--- src/sv/idr_pkg.sv ---
package idr_pkg;

  localparam int DIV_W = 38;
  // ceil(2^42 / 125); the dividend is shifted right by 3 first, which leaves a divide by 125
  localparam logic [35:0] RECIP_125 = 36'd35184372089;
  localparam int RECIP_SHIFT = 24;

  localparam logic signed [63:0] ONE_Q28 = 64'sd268435456;
  localparam int G_Q16 = 642689;
  localparam int GYRO_SQ_K = 1308322;
  localparam int DT_MIN = 5;
  localparam int DT_MAX = 50;
  localparam int K_ONE = 65536;

  localparam logic [14:0] RST_ACC_LOW = 15'd3686;
  localparam logic [14:0] RST_ACC_HIGH = 15'd4506;
  localparam logic [14:0] RST_GYRO_LIM = 15'd819;
  localparam logic [7:0] RST_QUIET_FRAMES = 8'd30;
  localparam logic [15:0] RST_BIAS_GAIN = 16'd1311;
  localparam logic [15:0] RST_LEAK_RATE = 16'd768;

  typedef enum logic [2:0] {
    REG_ACC_LOW      = 3'd0,
    REG_ACC_HIGH     = 3'd1,
    REG_GYRO_LIM     = 3'd2,
    REG_QUIET_FRAMES = 3'd3,
    REG_BIAS_GAIN    = 3'd4,
    REG_LEAK_RATE    = 3'd5
  } reg_e;

  typedef struct packed {
    logic [15:0]        elapsed_ms;
    logic signed [15:0] acc_fwd;
    logic signed [15:0] acc_left;
    logic signed [15:0] acc_up;
    logic signed [15:0] rate_a;
    logic signed [15:0] rate_b;
    logic signed [15:0] rate_c;
    logic signed [15:0] quat_w;
    logic signed [15:0] quat_x;
    logic signed [15:0] quat_y;
    logic signed [15:0] quat_z;
  } in_item_t;

  typedef struct packed {
    logic signed [31:0] pos_x;
    logic signed [31:0] pos_y;
    logic signed [31:0] vel_x;
    logic signed [31:0] vel_y;
    logic               is_still;
  } out_item_t;

  typedef struct packed {
    logic [2:0]  addr;
    logic [15:0] data;
  } cfg_item_t;

  // datapath micro-operations, issued in this order except at OP_BR
  typedef enum logic [5:0] {
    OP_NOP,
    OP_R0A, OP_R0B, OP_R0C, OP_R1A, OP_R1B, OP_R1C, OP_R2A, OP_R2B, OP_R2C,
    OP_XQ, OP_XG,
    OP_R3A, OP_R3B, OP_R3C, OP_R4A, OP_R4B, OP_R4C, OP_R5A, OP_R5B, OP_R5C,
    OP_YQ, OP_YG,
    OP_SA0, OP_SA1, OP_SA2, OP_SG0, OP_SG1, OP_SG2,
    OP_LO, OP_HI, OP_GL, OP_GK, OP_QUIET, OP_BR,
    OP_BX, OP_BY, OP_LK, OP_LKW, OP_VKX, OP_VKY,
    OP_TVX, OP_TVXW, OP_TVY, OP_TVYW, OP_TPX, OP_TPXW, OP_TPY, OP_TPYW
  } op_e;

  typedef struct packed {
    op_e  op;
    logic load;
    logic out_load;
  } cmd_t;

  typedef struct packed {
    logic still;
    logic div_busy;
  } status_t;

  function automatic logic signed [31:0] sat32(input logic signed [63:0] v);
    if (v > 64'sd2147483647) return 32'sh7fffffff;
    if (v < -64'sd2147483648) return 32'sh80000000;
    return v[31:0];
  endfunction

endpackage

--- src/sv/idr_ctrl.sv ---
module idr_ctrl (
  input  logic             clk_i,
  input  logic             rst_ni,
  input  logic             in_valid_i,
  output logic             in_ready_o,
  output logic             out_valid_o,
  input  logic             out_ready_i,
  input  idr_pkg::status_t status_i,
  output idr_pkg::cmd_t    cmd_o
);
  typedef enum logic [1:0] {ST_IDLE, ST_RUN, ST_OUT} state_e;

  state_e         state_q;
  idr_pkg::op_e   op_q;
  logic           out_valid_q;
  logic           wb_op;
  logic           out_free;

  // writeback steps wait for the divider
  assign wb_op = op_q inside {idr_pkg::OP_LKW, idr_pkg::OP_TVXW, idr_pkg::OP_TVYW,
                              idr_pkg::OP_TPXW, idr_pkg::OP_TPYW};
  assign out_free = !out_valid_q || out_ready_i;

  always_ff @(posedge clk_i or negedge rst_ni) begin
    if (!rst_ni) begin
      state_q <= ST_IDLE;
      op_q <= idr_pkg::OP_NOP;
      out_valid_q <= 1'b0;
    end else begin
      if ((state_q == ST_OUT) && out_free) begin
        out_valid_q <= 1'b1;
      end else if (out_ready_i) begin
        out_valid_q <= 1'b0;
      end
      case (state_q)
        ST_IDLE: begin
          if (in_valid_i) begin
            state_q <= ST_RUN;
            op_q <= idr_pkg::OP_R0A;
          end
        end
        ST_RUN: begin
          if (wb_op && status_i.div_busy) begin
            op_q <= op_q;
          end else if (op_q == idr_pkg::OP_TPYW) begin
            state_q <= ST_OUT;
            op_q <= idr_pkg::OP_NOP;
          end else if (op_q == idr_pkg::OP_BR) begin
            op_q <= status_i.still ? idr_pkg::OP_BX : idr_pkg::OP_TVX;
          end else begin
            op_q <= idr_pkg::op_e'(6'(op_q) + 6'd1);
          end
        end
        ST_OUT: begin
          if (out_free) begin
            state_q <= ST_IDLE;
          end
        end
        default: begin
          state_q <= ST_IDLE;
        end
      endcase
    end
  end

  assign in_ready_o = state_q == ST_IDLE;
  assign out_valid_o = out_valid_q;
  assign cmd_o.op = op_q;
  assign cmd_o.load = (state_q == ST_IDLE) && in_valid_i;
  assign cmd_o.out_load = (state_q == ST_OUT) && out_free;
endmodule

--- config.mk ---
export PLATFORM = sky130hd
export DESIGN_NAME = idr_ctrl
export DESIGN_NICKNAME = d
export VERILOG_FILES = /design/src/sv/idr_pkg.sv /design/src/sv/idr_ctrl.sv
export SDC_FILE = /design/constraint.sdc
export NUM_CORES = 1
export LEC_CHECK = 0
export BUFFER_PORTS_ARGS = -buffer_cell sky130_fd_sc_hd__buf_4
export CELL_PAD_IN_SITES_DETAIL_PLACEMENT = 0
export CELL_PAD_IN_SITES_GLOBAL_PLACEMENT = 1
export CORE_UTILIZATION = 30
export DETAILED_ROUTE_END_ITERATION = 6
export GPL_ROUTABILITY_DRIVEN = 0
export PLACE_DENSITY = 0.66
export SLEW_MARGIN = 10
export SYNTH_ARGS = -nofsm -noshare
export SYNTH_HDL_FRONTEND = slang
export SYNTH_SLANG_ARGS = --single-unit
--- constraint.sdc ---
create_clock -name clk_i -period 1.56 [get_ports clk_i]
set_input_delay 0 -clock clk_i [delete_from_list [all_inputs] [get_ports clk_i]]
set_output_delay 0 -clock clk_i [all_outputs]
set_load 0.03 [all_outputs]
==> impl_metrics.tcl, run 1 <==
set metrics [dict create \
    status "completed" \
    synth_commonest_cells "dfrtp_1, inv_1, nand2_1, o21ai_0" \
    ios 16 \
    cts_tree "yes" \
    core_sq_mm 0.00200 \
    drt_iter0_markers 25 \
    skew_ns 0.000995 \
    yosysWarningCount 0 \
    seq_area_frac_synth_pct 34.5 \
    root_buffer "clkbuf_4" \
    finalSetupTns_ns 0 \
    synth-seq-cells 9 \
    hold_class "input pin to register" \
    clock_latency_ns 0.26 \
    grt_pass1_vias 596 \
    overflow 0 \
    nets 106 \
    synthToLayoutAreaGrowth_pct 45.8 \
    die_y_microns 48.7 \
    slew_headroom_pct 77.8 \
    fin_crit_sh_pct 98.2 \
    drive_gt1_share_pct 53.1 \
    worstSetupPathType "register to register" \
    post_cts_buffers 0 \
    dp_hpwl_microns 1260 \
    power_density_mw_per_mm2 1710 \
    ff2ff_path_depth 5 \
    synth_fp_nets 76 \
    synth.most_common_cell "dfrtp_1" \
    start_util_pct 32.6 \
    antenna_found_initial 0 \
    final_hold_viol_count 0 \
    cts_buffers 3 \
    reg2reg_slack_ns 0.03 \
    route.detailed.drc 0 \
    dp.cells 118 \
    ant_nets 0 \
    p_leak_nw 0.447 \
    path_clk_slew_ns 0.06 \
    htreeDepth 1 \
    synth-edff-count 0 \
    period_needed_ns 1.53 \
    synthCells 67 \
    die_w_microns 48.7 \
    r2r-end "op_q[5]" \
    vias_per_cell 5.02 \
    grt_pass1_wl_microns 2710 \
    holdWs_ns 0.0327 \
    stdcell_area_sq_um 952 \
    synthTopCellsByArea "dfrtp_1, ha_1, o41ai_4" \
    hold_depth 3 \
    cp.required_ns 1.71 \
    worstHoldStart "out_ready_i" \
    finalMaxSlewViolations 0 \
    start_kind "register" \
    dieArea_sq_mm 0.00237 \
    drt-pass1-iter-count 4 \
    placed_cell_area_sq_um 888 \
    wire_per_inst_microns 13.0 \
    synth_top_family_by_area "compound AO/OA/AOI/OAI gates" \
    synthAdderAreaFrac_pct 5.75 \
    reg2reg_from "op_q[1]" \
    final_util_pct 47.6 \
    netlist.top_cell.by_area "dfrtp_1" \
    rsz0062_at_grt "yes" \
    worst_ep_arrival_time_ns 1.68 \
    synth.distinct_cells 36 \
    cp_max_fo 6 \
    yosys.area.top_type_share_pct 34.5 \
    wl_microns 1590 \
    end_kind "register" \
    row_count 16 \
    clockBufferDepth 2 \
    timing.fmax_mhz 653 \
    muxShareOfSynthArea_pct 1.53 \
    synth_simple_gate_area_share_pct 25.1 \
    synth_area_sq_um 653 \
    grt_usage_pct 15.1 \
    async_flop_share_pct 100 \
    synth_compound_area_share_pct 28.0 \
    final-setup-viol-count 0 \
    synth-main-ff-cell "dfrtp_1" \
    antenna_cells 0 \
    min_to "out_valid_o" \
    fin_cells 123 \
    grt_max_degree 10 \
    postSynthAreaPerCell_sq_um 9.75 \
    via_count 618 \
    clock-sinks 9 \
    tightest_slew_ns 0.332 \
    port_buffers 15 \
    synth_xor_area_share_pct 0 \
    cap_violations 0 \
    peakVddDrop_uv 844 \
]
==> through the flow <==
stage | worst slack [ns] | total power, W
floorplan | -0.0116 | 0.00103
CTS | 0.0207 | 0.00160
finish | 0.0280 | 0.00162
detailed placement | -0.0309 | 0.00140
global placement | -0.0480 | 0.00141
global route | -0.0399 | 0.00175
==> critical path, stage by stage (launching register included) <==
cell     delay [ns]
dfrtp_2        0.44
inv_1          0.07
ha_2           0.21
a41oi_2        0.19
a211o_2        0.34
a21o_1         0.17
==> metal layers <==
metal / part of all wire [%] / wire, microns / vias up / GRT usage, %
li1: - / - / 310 / -
met1: 49 / 779 / 287 / 20.9
met2: 46 / 733 / 17 / 22.2
met3: 3.0 / 48 / 4 / 0.943
met4: 1.9 / 31 / 0 / 10.3
met5: 0 / 0 / - / 0
==> how the worst max path moves through the flow <==
stage,from,end,slack (ns)
final,op_q[1],op_q[5],0.03
after global routing,op_q[0],op_q[3],-0.04
after CTS,op_q[3],op_q[0],0.02
after detailed placement,op_q[1],op_q[5],-0.03
after global placement,op_q[4],op_q[3],-0.05
after floorplan,op_q[4],op_q[3],-0.01
==> kinds of logic after synthesis <==
family | count (synthesis)
AND/OR/NAND/NOR | 26
multiplexers | 1
buffers and inverters | 7
AO/OA/AOI/OAI | 21
adder cells (fa/ha/maj) | 3
flip-flops | 9
==> area by class of cell <==
type | instances | area [sq um]
Inverter | 6 | 22.5
Fill cell | 196 | 1050
Tap cell | 27 | 33.8
Sequential cell | 9 | 233
Timing Repair Buffer | 26 | 198
Multi-Input combinational cell | 51 | 439
Clock buffer | 4 | 26.3
==> layout by cell type, fill, tap and decap left out, drive strengths merged, types with 2 or more instances in the layout <==
cell / netlist / layout
clkbuf: 0 / 4
nor2: 3 / 3
or2: 2 / 2
buf: 1 / 25
a21oi: 2 / 2
a211oi: 2 / 2
ha: 3 / 3
o21ai: 4 / 4
nand2b: 3 / 3
dfrtp: 9 / 9
o31ai: 2 / 2
o22ai: 2 / 2
o41ai: 2 / 2
nand3: 2 / 2
nand3b: 2 / 2
nand2: 4 / 4
nand4: 3 / 3
inv: 6 / 6
==> state kept, by name, indices dropped and copies added, names as in the netlist <==
signal	cells
out_valid_o	1
state_q	2
op_q	6
==> where the power goes <==
group          switching, W  leakage (nW)  internal (W)
clock             0.0000804        0.0150     0.0000985
combinational      0.000554         0.328      0.000463
sequential         0.000103         0.104      0.000325
==> repair_timing <==
item,4_1_cts,5_1_grt
gates resized for setup,1,5
pin swaps,0,1
endpoints found under the hold margin,9,0
hold buffers,1,0
setup endpoints to repair,1,6
(Power assumes the default switching activity.)
==> run 2: changes to the inputs <==
--- a/config.mk
+++ b/config.mk
@@ -5,13 +5,15 @@
 export SDC_FILE = /design/constraint.sdc
 export NUM_CORES = 1
 export LEC_CHECK = 0
+export ABC_AREA = 1
 export BUFFER_PORTS_ARGS = -buffer_cell sky130_fd_sc_hd__buf_4
 export CELL_PAD_IN_SITES_DETAIL_PLACEMENT = 0
 export CELL_PAD_IN_SITES_GLOBAL_PLACEMENT = 1
 export CORE_UTILIZATION = 30
 export DETAILED_ROUTE_END_ITERATION = 6
 export GPL_ROUTABILITY_DRIVEN = 0
-export PLACE_DENSITY = 0.66
+export MAX_ROUTING_LAYER = met4
+export PLACE_DENSITY = 0.7
 export SLEW_MARGIN = 10
 export SYNTH_ARGS = -nofsm -noshare
 export SYNTH_HDL_FRONTEND = slang
==> run 2 against run 1 <==
- clock-buffer cell count is the same
- sequential power shrank 11%
- setup slack gained 0.039 ns
- final cell count grew 20%
- combinational power shrank 5%
- worst hold slack lost 0.022 ns
- die area grew 2.6%
- cell area shrank 3.4%
- largest cell class unchanged
==> impl_metrics.tcl, run 2 <==
set metrics [dict create \
    status "completed" \
    nets 131 \
    ios 16 \
    setup_ws_ns 0.0668 \
    cts_tree "yes" \
    route.met2.wl_microns 781 \
    wl_microns 1630 \
    finalMaxSlewViolations 0 \
    clock-sinks 9 \
    synthTopCellsByArea "dfrtp_1, nand2_1, inv_1" \
    drt-pass1-iter-count 4 \
    clock_latency_ns 0.26 \
    placed_cell_area_sq_um 825 \
    cap_violations 0 \
    postSynthAreaPerCell_sq_um 6.91 \
    hold_class "input pin to register" \
    dieArea_sq_mm 0.00243 \
    route.detailed.drc 0 \
    fin_cells 148 \
    rsz0062_at_grt "yes" \
    core_sq_mm 0.00202 \
    muxShareOfSynthArea_pct 0 \
    final-setup-viol-count 0 \
    start_kind "register" \
    slew_headroom_pct 82.4 \
    worstSetupPathType "register to register" \
    fin_crit_sh_pct 95.7 \
    final_cell_mix "nand2_1, buf_4, inv_1" \
    vias_per_cell 4.46 \
    overflow 0 \
    grt_max_degree 10 \
    cp_max_fo 7 \
    grt_pass1_vias 572 \
    yosys.area.top_type_share_pct 33.6 \
    path_clk_slew_ns 0.06 \
    antenna_found_initial 0 \
    synth-seq-cells 9 \
    start_util_pct 33.2 \
    ff_latch_area_sq_um 226 \
    peakVddDrop_uv 983 \
    synth_area_sq_um 671 \
    dp.cells 140 \
    dpl_worst_slack_ns 0.0293 \
    synth_fp_nets 106 \
    holdWs_ns 0.0108 \
    synth_commonest_cells "nand2_1, inv_1, nor2_1, dfrtp_1, nand3_1" \
    tightest_slew_ns 0.263 \
    ant_nets 0 \
    final_hold_viol_count 0 \
    synth.most_common_cell "nand2_1" \
    die_w_microns 49.3 \
    clockBufferDepth 2 \
    wl_met3_microns 61 \
    antenna_cells 0 \
    synth-edff-count 0 \
    regMostFlops "op_q" \
    via_count 660 \
    hold_depth 3 \
    synthAdderAreaFrac_pct 5.60 \
    wire_per_inst_microns 11.0 \
    root_buffer "clkbuf_4" \
    synth_xor_area_share_pct 2.61 \
    reg2reg_slack_ns 0.07 \
    row_count 16 \
    grt_usage_pct 14.6 \
    drive_gt1_share_pct 38.0 \
    wl_met1_microns 782 \
    synth_simple_gate_area_share_pct 43.5 \
    top_layer "met3" \
    synth_top_family_by_area "simple AND/OR/NAND/NOR gates" \
    drt_iter0_markers 19 \
    largest_register_ffs 6 \
    synth_compound_area_share_pct 5.22 \
    ff2ff_path_depth 11 \
    multiInputGateArea_sq_um 417 \
    worst_ep_arrival_time_ns 1.65 \
    grt_pass1_wl_microns 2540 \
    yosysWarningCount 0 \
    skew_ns 0.00321 \
    htreeDepth 1 \
    synthToLayoutAreaGrowth_pct 37.1 \
    period_needed_ns 1.49 \
    p_leak_nw 0.470 \
    async_flop_share_pct 100 \
    stdcell_area_sq_um 920 \
    die_y_microns 49.3 \
    dp_hpwl_microns 1280 \
    synth.distinct_cells 20 \
    power_density_mw_per_mm2 1660 \
    nFillCells 232 \
    cp.required_ns 1.71 \
    layout_commonest_cell "nand2_1" \
    synthCells 97 \
    end_kind "register" \
    seq_area_frac_synth_pct 33.6 \
    timing.fmax_mhz 670 \
    netlist.top_cell.by_area "dfrtp_1" \
    cts_buffers 3 \
    synth-main-ff-cell "dfrtp_1" \
    port_buffers 15 \
]
run 2: routing by layer:
layer | vias up | track usage (%)
li1 | 346 | -
met1 | 301 | 18.5
met2 | 13 | 21.9
met3 | 0 | 5.61
met4 | 0 | 2.94
met5 | - | -
run 2: worst paths after layout:
| kind | startpoint | to |
|---|---|---|
| min in group asynchronous | rst_ni | op_q[4] |
| worst min register to register | op_q[1] | op_q[1] |
| worst max register to register | op_q[1] | op_q[4] |
| worst max-delay path | op_q[1] | op_q[4] |
| max in group asynchronous | rst_ni | op_q[1] |
| worst min-delay path | out_ready_i | out_valid_o |
run 2: area by class of cell:
cell class              count  share of cell area (%)
multi-input cells          71                    45.3
flip-flops and latches      9                    24.6
repair buffers             20                    16.6
inverters                  17                    6.94
well taps                  27                    3.67
clock buffers               4                    2.86
run 2: where the power goes:
part           switching (W)  leakage, nW  internal [W]  total, W
sequential         0.0000739        0.116      0.000306  0.000380
clock              0.0000825       0.0150     0.0000987  0.000181
combinational       0.000603        0.339      0.000365  0.000968
total               0.000759        0.470      0.000770   0.00153
run 2: cells by family (layout without fill, tap and decap cells):
family          after synthesis  after routing
compound gates                6              6
fa+ha+maj                     3              3
simple gates                 60             60
xor+xnor                      2              2
flops                         9              9
buf+inv                      17             41
run 2: stage by stage:
stage / total power, W / utilization [%] / setup TNS (ns)
4_1_cts: 0.00143 / 42.6 / 0
3_3_place_gp: 0.00123 / 40.8 / 0
5_1_grt: 0.00165 / 45.5 / -0.0585
2_1_floorplan: 0.000961 / - / 0
3_5_place_dp: 0.00124 / 40.8 / 0
6_report: 0.00153 / 45.5 / 0
run 2: critical path, stage by stage (launching register included):
cell	delay [ns]
dfrtp_2	0.45
inv_2	0.09
ha_4	0.14
nand2_2	0.04
nor2_2	0.11
nand2_2	0.08
nand3_2	0.07
nand2_2	0.07
nand2_4	0.11
nand2_4	0.09
nand2_1	0.08
nand2_1	0.05
run 2: repair_timing:
| item | CTS | global route |
|---|---|---|
| buffers inserted | 0 | 3 |
| hold buffers | 1 | 0 |
| hold endpoints to repair | 9 | 0 |
| gates resized for setup | 0 | 11 |
| setup endpoints to repair | 0 | 7 |
